--- config.mk ---
export PLATFORM = sky130hd
export DESIGN_NAME = khtl_ctrl
export DESIGN_NICKNAME = d
export VERILOG_FILES = /design/src/hdl/khtl_pkg.sv /design/src/hdl/khtl_ctrl.sv
export SDC_FILE = /design/constraint.sdc
export NUM_CORES = 1
export LEC_CHECK = 0
export BUFFER_PORTS_ARGS = -buffer_cell sky130_fd_sc_hd__buf_2
export CAP_MARGIN = 10
export CORE_AREA = 2 2 39 41
export CTS_CLUSTER_SIZE = 30
export DETAILED_ROUTE_END_ITERATION = 6
export DIE_AREA = 0 0 41 43
export SLEW_MARGIN = 40
export SYNTH_ARGS = -nofsm -noshare
export SYNTH_HDL_FRONTEND = slang
export SYNTH_SLANG_ARGS = --single-unit
export TNS_END_PERCENT = 5
--- constraint.sdc ---
create_clock -name clock -period 1 [get_ports clock]
set_input_delay 0.1 -clock clock [delete_from_list [all_inputs] [get_ports clock]]
set_output_delay 0.1 -clock clock [all_outputs]
set_load 0.05 [all_outputs]
--- src/hdl/khtl_pkg.sv ---
package khtl_pkg;

   // table geometry
   localparam int MAX_ENTRIES = 256;
   localparam int MAX_VALUES  = 16;

   localparam int ENTRY_W    = $clog2(MAX_ENTRIES);
   localparam int ECNT_W     = $clog2(MAX_ENTRIES + 1);
   localparam int VIDX_W     = (MAX_VALUES > 1) ? $clog2(MAX_VALUES) : 1;
   localparam int VCNT_W     = $clog2(MAX_VALUES + 1);
   localparam int VMEM_DEPTH = MAX_ENTRIES << VIDX_W;

   // word fields
   localparam int KEY_W    = 31;
   localparam int VAL_W    = 48;
   localparam int STATUS_W = 2;
   localparam int PAD_W    = 5;

   // register port
   localparam int CSR_ADDR_W = 3;
   localparam int CSR_DATA_W = 32;
   localparam logic [CSR_ADDR_W-3:0] REG_PAD_COUNT = '0;

   // item modes
   localparam logic MODE_ADD    = 1'b0;
   localparam logic MODE_LOOKUP = 1'b1;

   typedef enum logic [STATUS_W-1:0] {
      ST_FOUND     = 2'd0,
      ST_NOT_FOUND = 2'd1,
      ST_FULL      = 2'd2,
      ST_ADDED     = 2'd3
   } khtl_status_type;

   typedef enum logic [2:0] {
      S_IDLE,
      S_SCAN,
      S_MISS,
      S_CNT,
      S_CALC,
      S_EMPTY,
      S_VRD,
      S_VOUT
   } khtl_state_type;

   // controller to datapath
   typedef struct packed {
      logic add;
      logic start_scan;
      logic scan_step;
      logic calc;
      logic load_miss;
      logic load_empty;
      logic emit_step;
   } khtl_cmd_type;

   // datapath to controller
   typedef struct packed {
      logic out_free;
      logic scan_done;
      logic scan_miss;
      logic emit_zero;
      logic emit_last;
   } khtl_sts_type;

endpackage

--- src/hdl/khtl_ctrl.sv ---
module khtl_ctrl (
   input  logic                   clock,
   input  logic                   reset,
   input  logic                   req_valid,
   input  logic                   req_mode,
   input  khtl_pkg::khtl_sts_type sts,
   output logic                   req_ready,
   output khtl_pkg::khtl_cmd_type cmd
);

   khtl_pkg::khtl_state_type state_ff, state_in;

   // state register
   always_ff @(posedge clock) begin
      if (reset) begin
         state_ff <= khtl_pkg::S_IDLE;
      end else begin
         state_ff <= state_in;
      end
   end

   // next state and commands
   always_comb begin
      state_in  = state_ff;
      req_ready = 1'b0;
      cmd       = '0;
      unique case (state_ff)
         khtl_pkg::S_IDLE: begin
            req_ready = sts.out_free;
            if (req_valid && sts.out_free) begin
               if (req_mode == khtl_pkg::MODE_LOOKUP) begin
                  cmd.start_scan = 1'b1;
                  state_in       = khtl_pkg::S_SCAN;
               end else begin
                  cmd.add = 1'b1;
               end
            end
         end
         khtl_pkg::S_SCAN: begin
            cmd.scan_step = 1'b1;
            if (sts.scan_done) begin
               state_in = sts.scan_miss ? khtl_pkg::S_MISS : khtl_pkg::S_CNT;
            end
         end
         khtl_pkg::S_MISS: begin
            if (sts.out_free) begin
               cmd.load_miss = 1'b1;
               state_in      = khtl_pkg::S_IDLE;
            end
         end
         khtl_pkg::S_CNT: begin
            // value count read in flight
            state_in = khtl_pkg::S_CALC;
         end
         khtl_pkg::S_CALC: begin
            cmd.calc = 1'b1;
            state_in = sts.emit_zero ? khtl_pkg::S_EMPTY : khtl_pkg::S_VRD;
         end
         khtl_pkg::S_EMPTY: begin
            if (sts.out_free) begin
               cmd.load_empty = 1'b1;
               state_in       = khtl_pkg::S_IDLE;
            end
         end
         khtl_pkg::S_VRD: begin
            // value read in flight
            state_in = khtl_pkg::S_VOUT;
         end
         khtl_pkg::S_VOUT: begin
            if (sts.out_free) begin
               cmd.emit_step = 1'b1;
               state_in = sts.emit_last ? khtl_pkg::S_IDLE : khtl_pkg::S_VRD;
            end
         end
         default: begin
            state_in = khtl_pkg::S_IDLE;
         end
      endcase
   end

endmodule

==> results of run 1 <==
metal layers:
layer,part of all wire (%),track usage (%)
met5,0,0
met4,0,8.00
met3,3.7,3.14
met2,51,16.3
met1,45,12.8
metrics by stage:
stage | setup TNS, ns | cells | power, uW | instance area [um^2] | hold slack [ns]
floorplan | -2.57 | 42 | 283 | 355 | 0.172
global placement | -2.20 | 78 | 341 | 474 | 0.328
detailed placement | -2.12 | 78 | 343 | 474 | 0.323
CTS | -2.26 | 82 | 577 | 546 | 0.0649
global route | -2.78 | 82 | 616 | 587 | 0.0803
finish | -2.09 | 82 | 576 | 587 | 0.0833
path summary, 6_finish.rpt:
check                      startpoint                        to
min reg2reg  state_ff[1]$_SDFFE_PP0P_  state_ff[2]$_SDFFE_PP0P_
max          state_ff[2]$_SDFFE_PP0P_                    cmd[5]
max reg2reg  state_ff[0]$_SDFFE_PP0P_  state_ff[0]$_SDFFE_PP0P_
min                             reset  state_ff[2]$_SDFFE_PP0P_
layout make-up:
class	count	area, um^2	share of cell area [%]
well taps	16	20.0	3.41
clock buffers	4	26.3	4.48
flip-flops and latches	3	67.6	11.5
repair buffers	23	188	32.0
inverters	1	3.75	0.640
multi-input cells	35	282	48.0
power by group through the flow:
stage	clock network [uW]	logic, uW	registers, uW
finish	213	231	132
global route	234	248	133
CTS	225	219	133
detailed placement	0	206	137
global placement	0	204	137
floorplan	0	151	132
worst max-delay path: cells and delay by family (launching register included):
| family | cells | cell delay, ns |
|---|---|---|
| buffers and inverters | 1 | 0.14 |
| flip-flops | 1 | 0.39 |
| AND/OR/NAND/NOR | 2 | 0.43 |
Yosys cell counts, drive strengths merged:
cell / number
nor2: 9
nand2: 5
a21oi: 4
buf: 3
dfxtp: 3
nand2b: 3
o21ai: 3
nor2b: 2
a311oi: 1
a32oi: 1
and2b: 1
and3: 1
inv: 1
mux2i: 1
nand3b: 1
nor3: 1
o31ai: 1
o41ai: 1
timing repair:
item,CTS,global route
endpoints found under the setup margin,11,11
endpoints found under the hold margin,0,0
resized for setup,16,10
pin swaps,3,0
logic make-up (layout without fill, tap and decap cells):
logic type / Yosys count / in the layout / share of synthesized area (%)
AO/OA/AOI/OAI: 11 / 11 / 25.9
buffers and inverters: 4 / 28 / 11.6
flip-flops: 3 / 3 / 18.5
multiplexers: 1 / 1 / 6.95
AND/OR/NAND/NOR: 23 / 23 / 37.1
==> metrics.md, run 1 <==
| Metric | Value |
|---|---|
| CP max stage cell | `dfxtp_4` |
| Worst slew pin tran | `0.236 ns` |
| Largest area contributor in the netlist | `dfxtp_1` |
| Die height | `43 um` |
| Fin worst setup slack | `-0.286 ns` |
| Nets | `76` |
| Part of the power in the clock network | `37.0%` |
| Post-Synthesis Cell Area | `324 um^2` |
| Worst Hold Class | `input port to register` |
| Depth of the worst register-to-register path | `5` |
| Yosys reg bits | `3` |
| Vias in the first global route | `320` |
| Distinct cells, synth | `22` |
| RSZ-0062 raised after global routing | `true` |
| Max cap viols | `0` |
| Power Density | `982 mW/mm^2` |
| Relative slew margins | `84.1%` |
| Largest cells by area after synthesis | `dfxtp_1 (19%), nor2_1 (10%), buf_6 (10%), mux2i_4 (6.9%), nand2_1 (5.8%)` |
| Die width | `41 um` |
| Crit path time final | `1.29 ns` |
| Failing checks | `negative setup slack` |
| Status | `finished with violations` |
| Root Driver | `clkbuf_4` |
| Worst hold path depth | `2` |
| Total congestion overflow | `0` |
| Pin count of the biggest net entering global routing | `11` |
| CP startpoint kind | `register` |
| Initial antenna violation count | `0` |
| Avg Vias per Cell | `4.70` |
| Drt wl/cell | `10.3 um` |
| Final Core Density | `42.4%` |
| Die ar. | `0.00176 mm^2` |
| Commonest non-fill, non-tap cells in the layout | `buf_2 (9), nor2_1 (7), buf_4 (7)` |
| Post-route DRC violation count | `0` |
| Pre-CTS setup slack | `-0.289 ns` |
| Total number of vias | `385` |
| Kind of critical path | `register to output port` |
| Area growth syn-to-layout | `81.1%` |
| H-Tree Depth | `1` |
| FP Rows | `14` |
| Worst path required time | `0.90 ns` |
| Share of cells above drive strength 1 | `63.6%` |
| Syn avg cell area | `7.72 um^2` |
| Most flops, register | `state_ff` |
| Count of input and output buffers | `16` |
| Drt pass-1 iters | `3` |
| Fillers | `146` |
| Ant diodes | `0` |
| Switching power | `202 uW` |
| Fmax | `778 MHz` |
| Syn. warnings | `0` |
| Placer Congestion | `0.715` |
| Leak | `0.000243 uW` |
| First-pass GRT wire length | `1260 um` |
| CP peak stage delay | `0.39 ns` |
| Core box area | `0.00138 mm^2` |
| Combinational share of power | `40.1%` |
| Critical path capture point type | `output port` |
| Hold buffer count at cts | `0` |
| WP data arrival | `1.19 ns` |
| Clock slew at reported path FFs | `0.04 ns` |
| Count of pins over their slew limit | `0` |
| Biggest regs | `state_ff: 3 flops` |
| Routed Wire Length | `847 um` |
| Io pins | `17` |
| Register area share after synthesis | `18.5%` |
| Final HPWL DP | `635 um` |
| DRT antenna net count | `0` |
| Final Hold Viols | `0` |
| CTS tree | `done` |
| Worst VDD drop | `0.315 mV` |
| Worst-path cell chain | `nor3_4 -> and3_4 -> buf_8` |
| Sequential power share | `22.9%` |
| Insertion delay to the later sink of the worst-skew pair | `0.23 ns` |
| Postcts setup bufs | `0` |
| CTS buffer count | `3` |
| Gr usage total | `11.0%` |
| 1st-iter DRT viols | `9` |
| Effective utilization at floorplan | `23.4%` |
| Worst Path Max Fanout | `8` |
| Max reg flops | `3` |
| Final Cycle Share | `129%` |
| Pint | `374 uW` |
| Switching part of the total power | `35.0%` |
| Post-Synthesis Cells | `42` |
| CTS sink cnt | `3` |
| Clk buf depth | `2` |
| Commonest non-fill, non-tap cell in the layout | `buf_2` |
| Worst R2R Setup Slack | `-0.14 ns` |
| Synth top area share | `18.5%` |
| Syn Nets | `51` |
| Clock Skews | `0.00135 ns` |
| Endpoints failing setup | `10` |
No activity file was read; power rests on OpenSTA's default activity.
==> run 2: changes to the inputs <==
Settings changed: BUFFER_PORTS_ARGS -buffer_cell sky130_fd_sc_hd__buf_2 to -buffer_cell sky130_fd_sc_hd__buf_4, CTS_CLUSTER_SIZE 30 to unset.
==> run 2 against run 1 <==
Effect of this change:
- die area unchanged
- register-to-register slack barely moved
- power rose by 2.9%
- worst setup slack got worse by 0.038 ns
- critical path type unchanged
- sequential power about the same
- wire length rose by 3.5%
- sequential share of layout area is 0.24 points lower
- design area rose by 4.1%
- clock power hardly changed
- combinational power up 8%
- the flow still finishes with violations (negative setup slack)
- critical path depth increased by 1
- flip-flop and latch count is the same
==> metrics.md, run 2 (synthesis gave the netlist of run 1 again) <==
| Metric | Value |
|---|---|
| Status | `finished with violations` |
| Failing checks | `negative setup slack` |
| Biggest regs | `state_ff: 3 flops` |
| CP max stage cell | `dfxtp_2` |
| Power Density | `971 mW/mm^2 (-1.1%)` |
| Clock Skews | `0.00183 ns (+0.000479 ns)` |
| Post-route DRC violation count | `0 (unchanged)` |
| Initial antenna violation count | `0 (unchanged)` |
| Cell area after layout | `611 um^2 (+4.1%)` |
| 1st-iter DRT viols | `6 (-3)` |
| H-Tree Depth | `1 (unchanged)` |
| CTS tree | `done` |
| Avg Vias per Cell | `4.53 (-3.5%)` |
| Vias in the first global route | `326 (+1.9%)` |
| Count of pins over their slew limit | `0 (unchanged)` |
| Total number of vias | `376 (-2.3%)` |
| Fillers | `147 (+0.68%)` |
| RSZ-0062 raised after global routing | `true` |
| CTS buffer count | `3 (unchanged)` |
| Drt pass-1 iters | `4 (+1)` |
| Effective utilization at floorplan | `23.4% (unchanged)` |
| Hold slack | `0.0603 ns (-0.0230 ns)` |
| CTS sink cnt | `3 (unchanged)` |
| Pin count of the biggest net entering global routing | `11 (unchanged)` |
| Io pins | `17 (unchanged)` |
| Core box area | `0.00138 mm^2 (unchanged)` |
| Worst path required time | `0.90 ns (about the same)` |
| CP startpoint kind | `register` |
| Worst VDD drop | `0.348 mV (+10%)` |
| Worst hold path depth | `2 (unchanged)` |
| First-pass GRT wire length | `1260 um (unchanged)` |
| DRT antenna net count | `0 (unchanged)` |
| Area after DPL | `514 um^2 (+8.4%)` |
| Worst R2R Setup Slack | `-0.14 ns (about the same)` |
| Min-delay src | `reset` |
| Final Hold Viols | `0 (unchanged)` |
| Total congestion overflow | `0 (unchanged)` |
| Drt wl/cell | `10.6 um (+2.3%)` |
| Gr usage total | `10.9% (-0.078 points)` |
| Worst Path Max Fanout | `3 (-5)` |
| Final Cycle Share | `132% (+3.8 points)` |
| Share of cells above drive strength 1 | `64.2% (+0.54 points)` |
| Worst-path cell chain | `nand2b_4 -> nor3_4 -> and3_4 -> buf_8` |
| Fmax | `755 MHz (-2.9%)` |
| Die ar. | `0.00176 mm^2 (unchanged)` |
| Max reg flops | `3 (unchanged)` |
| Insertion delay to the later sink of the worst-skew pair | `0.23 ns (about the same)` |
| Critical path capture point type | `output port` |
| Placer Congestion | `0.725 (+1.4%)` |
| Worst slew pin tran | `0.227 ns (-0.00867 ns)` |
| FP Rows | `14 (unchanged)` |
| Clock slew at reported path FFs | `0.04 ns (about the same)` |
| Die height | `43 um (unchanged)` |
| CP peak stage delay | `0.31 ns (-0.08 ns)` |
| Relative slew margins | `84.7% (+0.61 points)` |
| Hold worst-path end | `state_ff[1]$_SDFFE_PP0P_` |
| Most flops, register | `state_ff` |
| Leak | `0.000258 uW (+6.1%)` |
| Die width | `41 um (unchanged)` |
| Clk buf depth | `2 (unchanged)` |
| Nets | `77 (+1.3%)` |
| Kind of critical path | `register to output port` |
| Final HPWL DP | `667 um (+5.0%)` |
| Max cap viols | `0 (unchanged)` |
| Register Area | `68.8 um^2 (+1.9%)` |
| Worst Hold Class | `input port to register` |
| Root Driver | `clkbuf_4` |
| Routed Wire Length | `877 um (+3.5%)` |
| Commonest non-fill, non-tap cells in the layout | `buf_4 (15), buf_6 (7), nor2_1 (6)` |
| Crit path time final | `1.32 ns (+0.0380 ns)` |
| Endpoints failing setup | `10 (unchanged)` |
| R2r startpoint | `state_ff[0]$_SDFFE_PP0P_` |
| WP data arrival | `1.22 ns (+0.03 ns)` |
| Area growth syn-to-layout | `88.4%` |
| Ant diodes | `0 (unchanged)` |
| Reg2reg end | `state_ff[0]$_SDFFE_PP0P_` |
| Fin worst setup slack | `-0.324 ns (-0.0380 ns)` |
| Multi-input gate area | `270 um^2 (-4.0%)` |
| Commonest non-fill, non-tap cell in the layout | `buf_4` |
| Count of input and output buffers | `16 (unchanged)` |
| Depth of the worst register-to-register path | `5 (unchanged)` |
-- run 2: how the worst max path moves through the flow --
stage	startpoint	depth (start not counted)	endpoint	slack, ns
floorplan	state_ff[0]$_SDFFE_PP0P_	4	cmd[6]	-0.52
finish	state_ff[0]$_SDFFE_PP0P_	4	cmd[5]	-0.32
detailed placement	state_ff[2]$_SDFFE_PP0P_	3	state_ff[1]$_SDFFE_PP0P_	-0.31
global placement	state_ff[2]$_SDFFE_PP0P_	3	state_ff[1]$_SDFFE_PP0P_	-0.27
global route	state_ff[0]$_SDFFE_PP0P_	5	cmd[6]	-0.39
CTS	state_ff[0]$_SDFFE_PP0P_	4	cmd[5]	-0.33
-- run 2: metrics by stage --
step	setup slack, ns	instances	util [%]	TNS [ns]	total power (uW)
2_1_floorplan	-0.522	42	-	-2.57	283
3_3_place_gp	-0.267	78	37.2	-1.66	355
3_5_place_dp	-0.312	78	37.2	-2.08	357
4_1_cts	-0.331	83	42.3	-2.29	598
5_1_grt	-0.391	83	44.1	-2.81	632
6_report	-0.324	83	44.1	-2.18	593
-- run 2: layout make-up --
cell class	instances	area share, %
clock buffer	4	4.30
inverter	1	0.615
multi-input combinational	35	44.3
sequential	3	11.3
tap	16	3.28
timing repair buffer	24	36.3
-- run 2: per-layer routing --
layer	track usage (%)	share of wire, %	routed length (um)	up-vias
met2	16.6	51	448	12
met4	10.0	0.80	7	0
met5	0	0	0	-
met3	1.57	6.0	53	2
li1	-	-	-	196
met1	12.2	42	367	166
-- run 2: repair_timing --
action,4_1_cts,5_1_grt
hold buffers,0,0
endpoints found under the setup margin,11,10
pin swaps,6,0
buffers inserted,1,0
gates resized for setup,12,9
-- run 2: report_power, final --
group | switching (uW) | internal [uW]
clock | 62.1 | 150
combinational | 131 | 118
sequential | 8.76 | 124
-- run 2: worst max-delay path, delay by kind of cell (launching register included) --
kind	cells	cell delay [ns]
flops	1	0.31
buf+inv	1	0.14
simple gates	3	0.54
==> run 3: changes to the inputs <==
Settings changed: ABC_AREA set to 1.
==> run 3 against run 2 <==
Effect of this change:
- count of clock-buffer cells in the layout is the same
- the run still ends with negative setup slack left
- critical path type unchanged
- synthesized cell count rose by 50%
- worst hold slack worse by 0.042 ns
- non-clock buffer count up 2
- first-iteration DRC count unchanged
- worst setup slack gained 0.058 ns
- area after synthesis is 11% higher
- cell count rose by 29%
==> metrics.md, run 3 <==
| Metric | Value |
|---|---|
| CTS buffer count | `3 (unchanged)` |
| Most flops, register | `state_ff` |
| Pin count of the biggest net entering global routing | `8 (-3)` |
| Core box area | `0.00138 mm^2 (unchanged)` |
| Insertion delay to the later sink of the worst-skew pair | `0.24 ns (about the same)` |
| Combinational share of power | `76.1% (+34 points)` |
| Area after DPL | `604 um^2 (+18%)` |
| FP Rows | `14 (unchanged)` |
| Top-count cell post-synth | `nand2_1` |
| Yosys reg bits | `3 (unchanged)` |
| Switching power | `1120 uW (+450%)` |
| Largest area contributor in the netlist | `nand2_1` |
| Die width | `41 um (unchanged)` |
| Synth top cells by count | `nand2_1 (17), inv_1 (8), nor2_1 (8)` |
| Clk buf depth | `2 (unchanged)` |
| Fillers | `134 (-8.8%)` |
| H-Tree Depth | `1 (unchanged)` |
| Count of input and output buffers | `16 (unchanged)` |
| CTS tree | `done` |
| Max cap viols | `0 (unchanged)` |
| WP data arrival | `1.17 ns (-0.05 ns)` |
| Pre-CTS setup slack | `-0.132 ns (+0.180 ns)` |
| FFs w/ async S/R, synth | `0% (unchanged)` |
| Fmax | `790 MHz (+4.6%)` |
| Cell area after layout | `752 um^2 (+23%)` |
| Routed Wire Length | `1080 um (+23%)` |
| Kind of critical path | `register to output port` |
| CP startpoint kind | `register` |
| Worst Path Max Fanout | `5 (+2)` |
| Worst Hold Class | `input port to register` |
| Vias in the first global route | `439 (+35%)` |
| Worst path required time | `0.90 ns (about the same)` |
| Syn Nets | `72 (+41%)` |
| Drt wl/cell | `10.1 um (-4.6%)` |
| Biggest regs | `state_ff: 3 flops` |
| Power Density | `2800 mW/mm^2 (+190%)` |
| Max reg flops | `3 (unchanged)` |
| Fin worst setup slack | `-0.265 ns (+0.0583 ns)` |
| Count of pins over their slew limit | `0 (unchanged)` |
| 1st-iter DRT viols | `6 (unchanged)` |
| Distinct cells, synth | `17 (-23%)` |
| Clock slew at reported path FFs | `0.04 ns (about the same)` |
| Post-Synthesis Cell Area | `359 um^2 (+11%)` |
| Register area share after synthesis | `16.7% (-1.8 points)` |
| Post-synth EDFFs | `0 (unchanged)` |
| Die height | `43 um (unchanged)` |
| Drt pass-1 iters | `2 (-2)` |
| Final HPWL DP | `830 um (+24%)` |
| Syn avg cell area | `5.70 um^2 (-26%)` |
| Inst Count DP | `101 (+29%)` |
| Top_reg_cell synth | `dfxtp_1` |
| Initial antenna violation count | `0 (unchanged)` |
| Worst slew pin tran | `0.184 ns (-0.0438 ns)` |
| Die ar. | `0.00176 mm^2 (unchanged)` |
| Part of the power in the clock network | `10.5% (-25 points)` |
| Post-Synthesis Cells | `63 (+50%)` |
| Largest cells by area after synthesis | `nand2_1 (18%), dfxtp_1 (17%), nand3_1 (8.4%), inv_1 (8.4%), nor2_1 (8.4%)` |
| Hold buffer count at cts | `0 (unchanged)` |
| First-pass GRT wire length | `1630 um (+29%)` |
| Setup_tns | `-2.01 ns (+0.166 ns)` |
| Ant diodes | `0 (unchanged)` |
| Area growth syn-to-layout | `109%` |
| Crit path time final | `1.27 ns (-0.0583 ns)` |
| Synth top area share | `17.8% (-0.76 points)` |
| Clock Skews | `0.00904 ns (+0.00722 ns)` |
| Post-route DRC violation count | `0 (unchanged)` |
| Switching part of the total power | `53.1% (+19 points)` |
| Status | `finished with violations` |
| CTS sink cnt | `3 (unchanged)` |
| Failing checks | `negative setup slack` |
| RSZ-0062 raised after global routing | `true` |
| Final Cycle Share | `127% (-5.8 points)` |
| Root Driver | `clkbuf_4` |
| Commonest non-fill, non-tap cell in the layout | `buf_4` |
| DRT antenna net count | `0 (unchanged)` |
| Nets | `101 (+31%)` |
| Gr usage total | `13.8% (+2.9 points)` |
| Final Hold Viols | `0 (unchanged)` |
| Pint | `987 uW (+150%)` |
| Effective utilization at floorplan | `25.9% (+2.5 points)` |
| Syn. warnings | `0 (unchanged)` |
| Io pins | `17 (unchanged)` |
| Sequential power share | `13.4% (-9.0 points)` |
| Relative slew margins | `87.7% (+3.0 points)` |
| Non-filler cells, final | `107 (+29%)` |
| Total number of vias | `488 (+30%)` |
| Commonest non-fill, non-tap cells in the layout | `buf_4 (15), nand2_1 (14), buf_6 (7)` |
| Final Core Density | `54.3% (+10 points)` |
| Avg Vias per Cell | `4.56 (+0.68%)` |
| Share of cells above drive strength 1 | `64.8% (+0.66 points)` |
| Critical path capture point type | `output port` |
| Placer Congestion | `0.753 (+3.9%)` |
| Total congestion overflow | `0 (unchanged)` |
| Worst VDD drop | `1.11 mV (+220%)` |
| Leak | `0.000369 uW (+43%)` |
| Endpoints failing setup | `11 (+1)` |
## run 3: area by class of cell
class,instances,area (um^2),area share [%]
flip-flops and latches,3,71.3,9.48
clock buffers,4,26.3,3.49
inverters,10,42.5,5.66
well taps,16,20.0,2.66
multi-input cells,48,335,44.6
repair buffers,26,256,34.1
## run 3: final timing paths
path                            startpoint                        to  slack [ns]  cells past startpoint
setup / recovery  state_ff[2]$_SDFFE_PP0P_                    cmd[6]       -0.27                      4
hold / removal                       reset  state_ff[2]$_SDFFE_PP0P_        0.02                      2
setup reg to reg  state_ff[1]$_SDFFE_PP0P_  state_ff[0]$_SDFFE_PP0P_       -0.16                      8
hold reg to reg   state_ff[0]$_SDFFE_PP0P_  state_ff[0]$_SDFFE_PP0P_        0.65                      3
## run 3: worst max-delay path: stages (launching register included)
cell	delay, ns
dfxtp_4	0.36
nor2_4	0.17
nand2_4	0.10
nor3_4	0.12
buf_6	0.18
## run 3: logic make-up after synthesis
kind of cell	share of synthesized area, %
and+or+nand+nor	64.8
AOI/OAI and AO/OA	2.78
buffers and inverters	15.7
DFF	16.7
## run 3: power by group through the flow
stage	logic, uW	registers, uW	clock network [uW]
after floorplan	984	223	0
after global placement	1280	232	0
after detailed placement	1290	234	0
after CTS	1500	247	225
after global routing	1740	289	235
final	1600	282	221
## run 3: what timing repair did
action / 4_1_cts / 5_1_grt
hold endpoints to repair: 0 / 0
buffers inserted: 1 / 1
pin swaps: 2 / 5
gates cloned: 0 / 0
resized for setup: 19 / 13
endpoints found under the setup margin: 11 / 11
## run 3: metal layers
metal,track usage [%],vias up,part of all wire (%)
met1,15.1,215,42
li1,-,257,-
met5,0,-,0
met2,22.8,14,53
met4,10.0,0,1.1
met3,1.57,2,3.9
## run 3: per-stage QoR
stage	total power [uW]	hold WS, ns
3_5_place_dp	1530	0.282
6_report	2110	0.0181
3_3_place_gp	1510	0.276
5_1_grt	2270	0.0129
2_1_floorplan	1210	0.169
4_1_cts	1970	0.0233
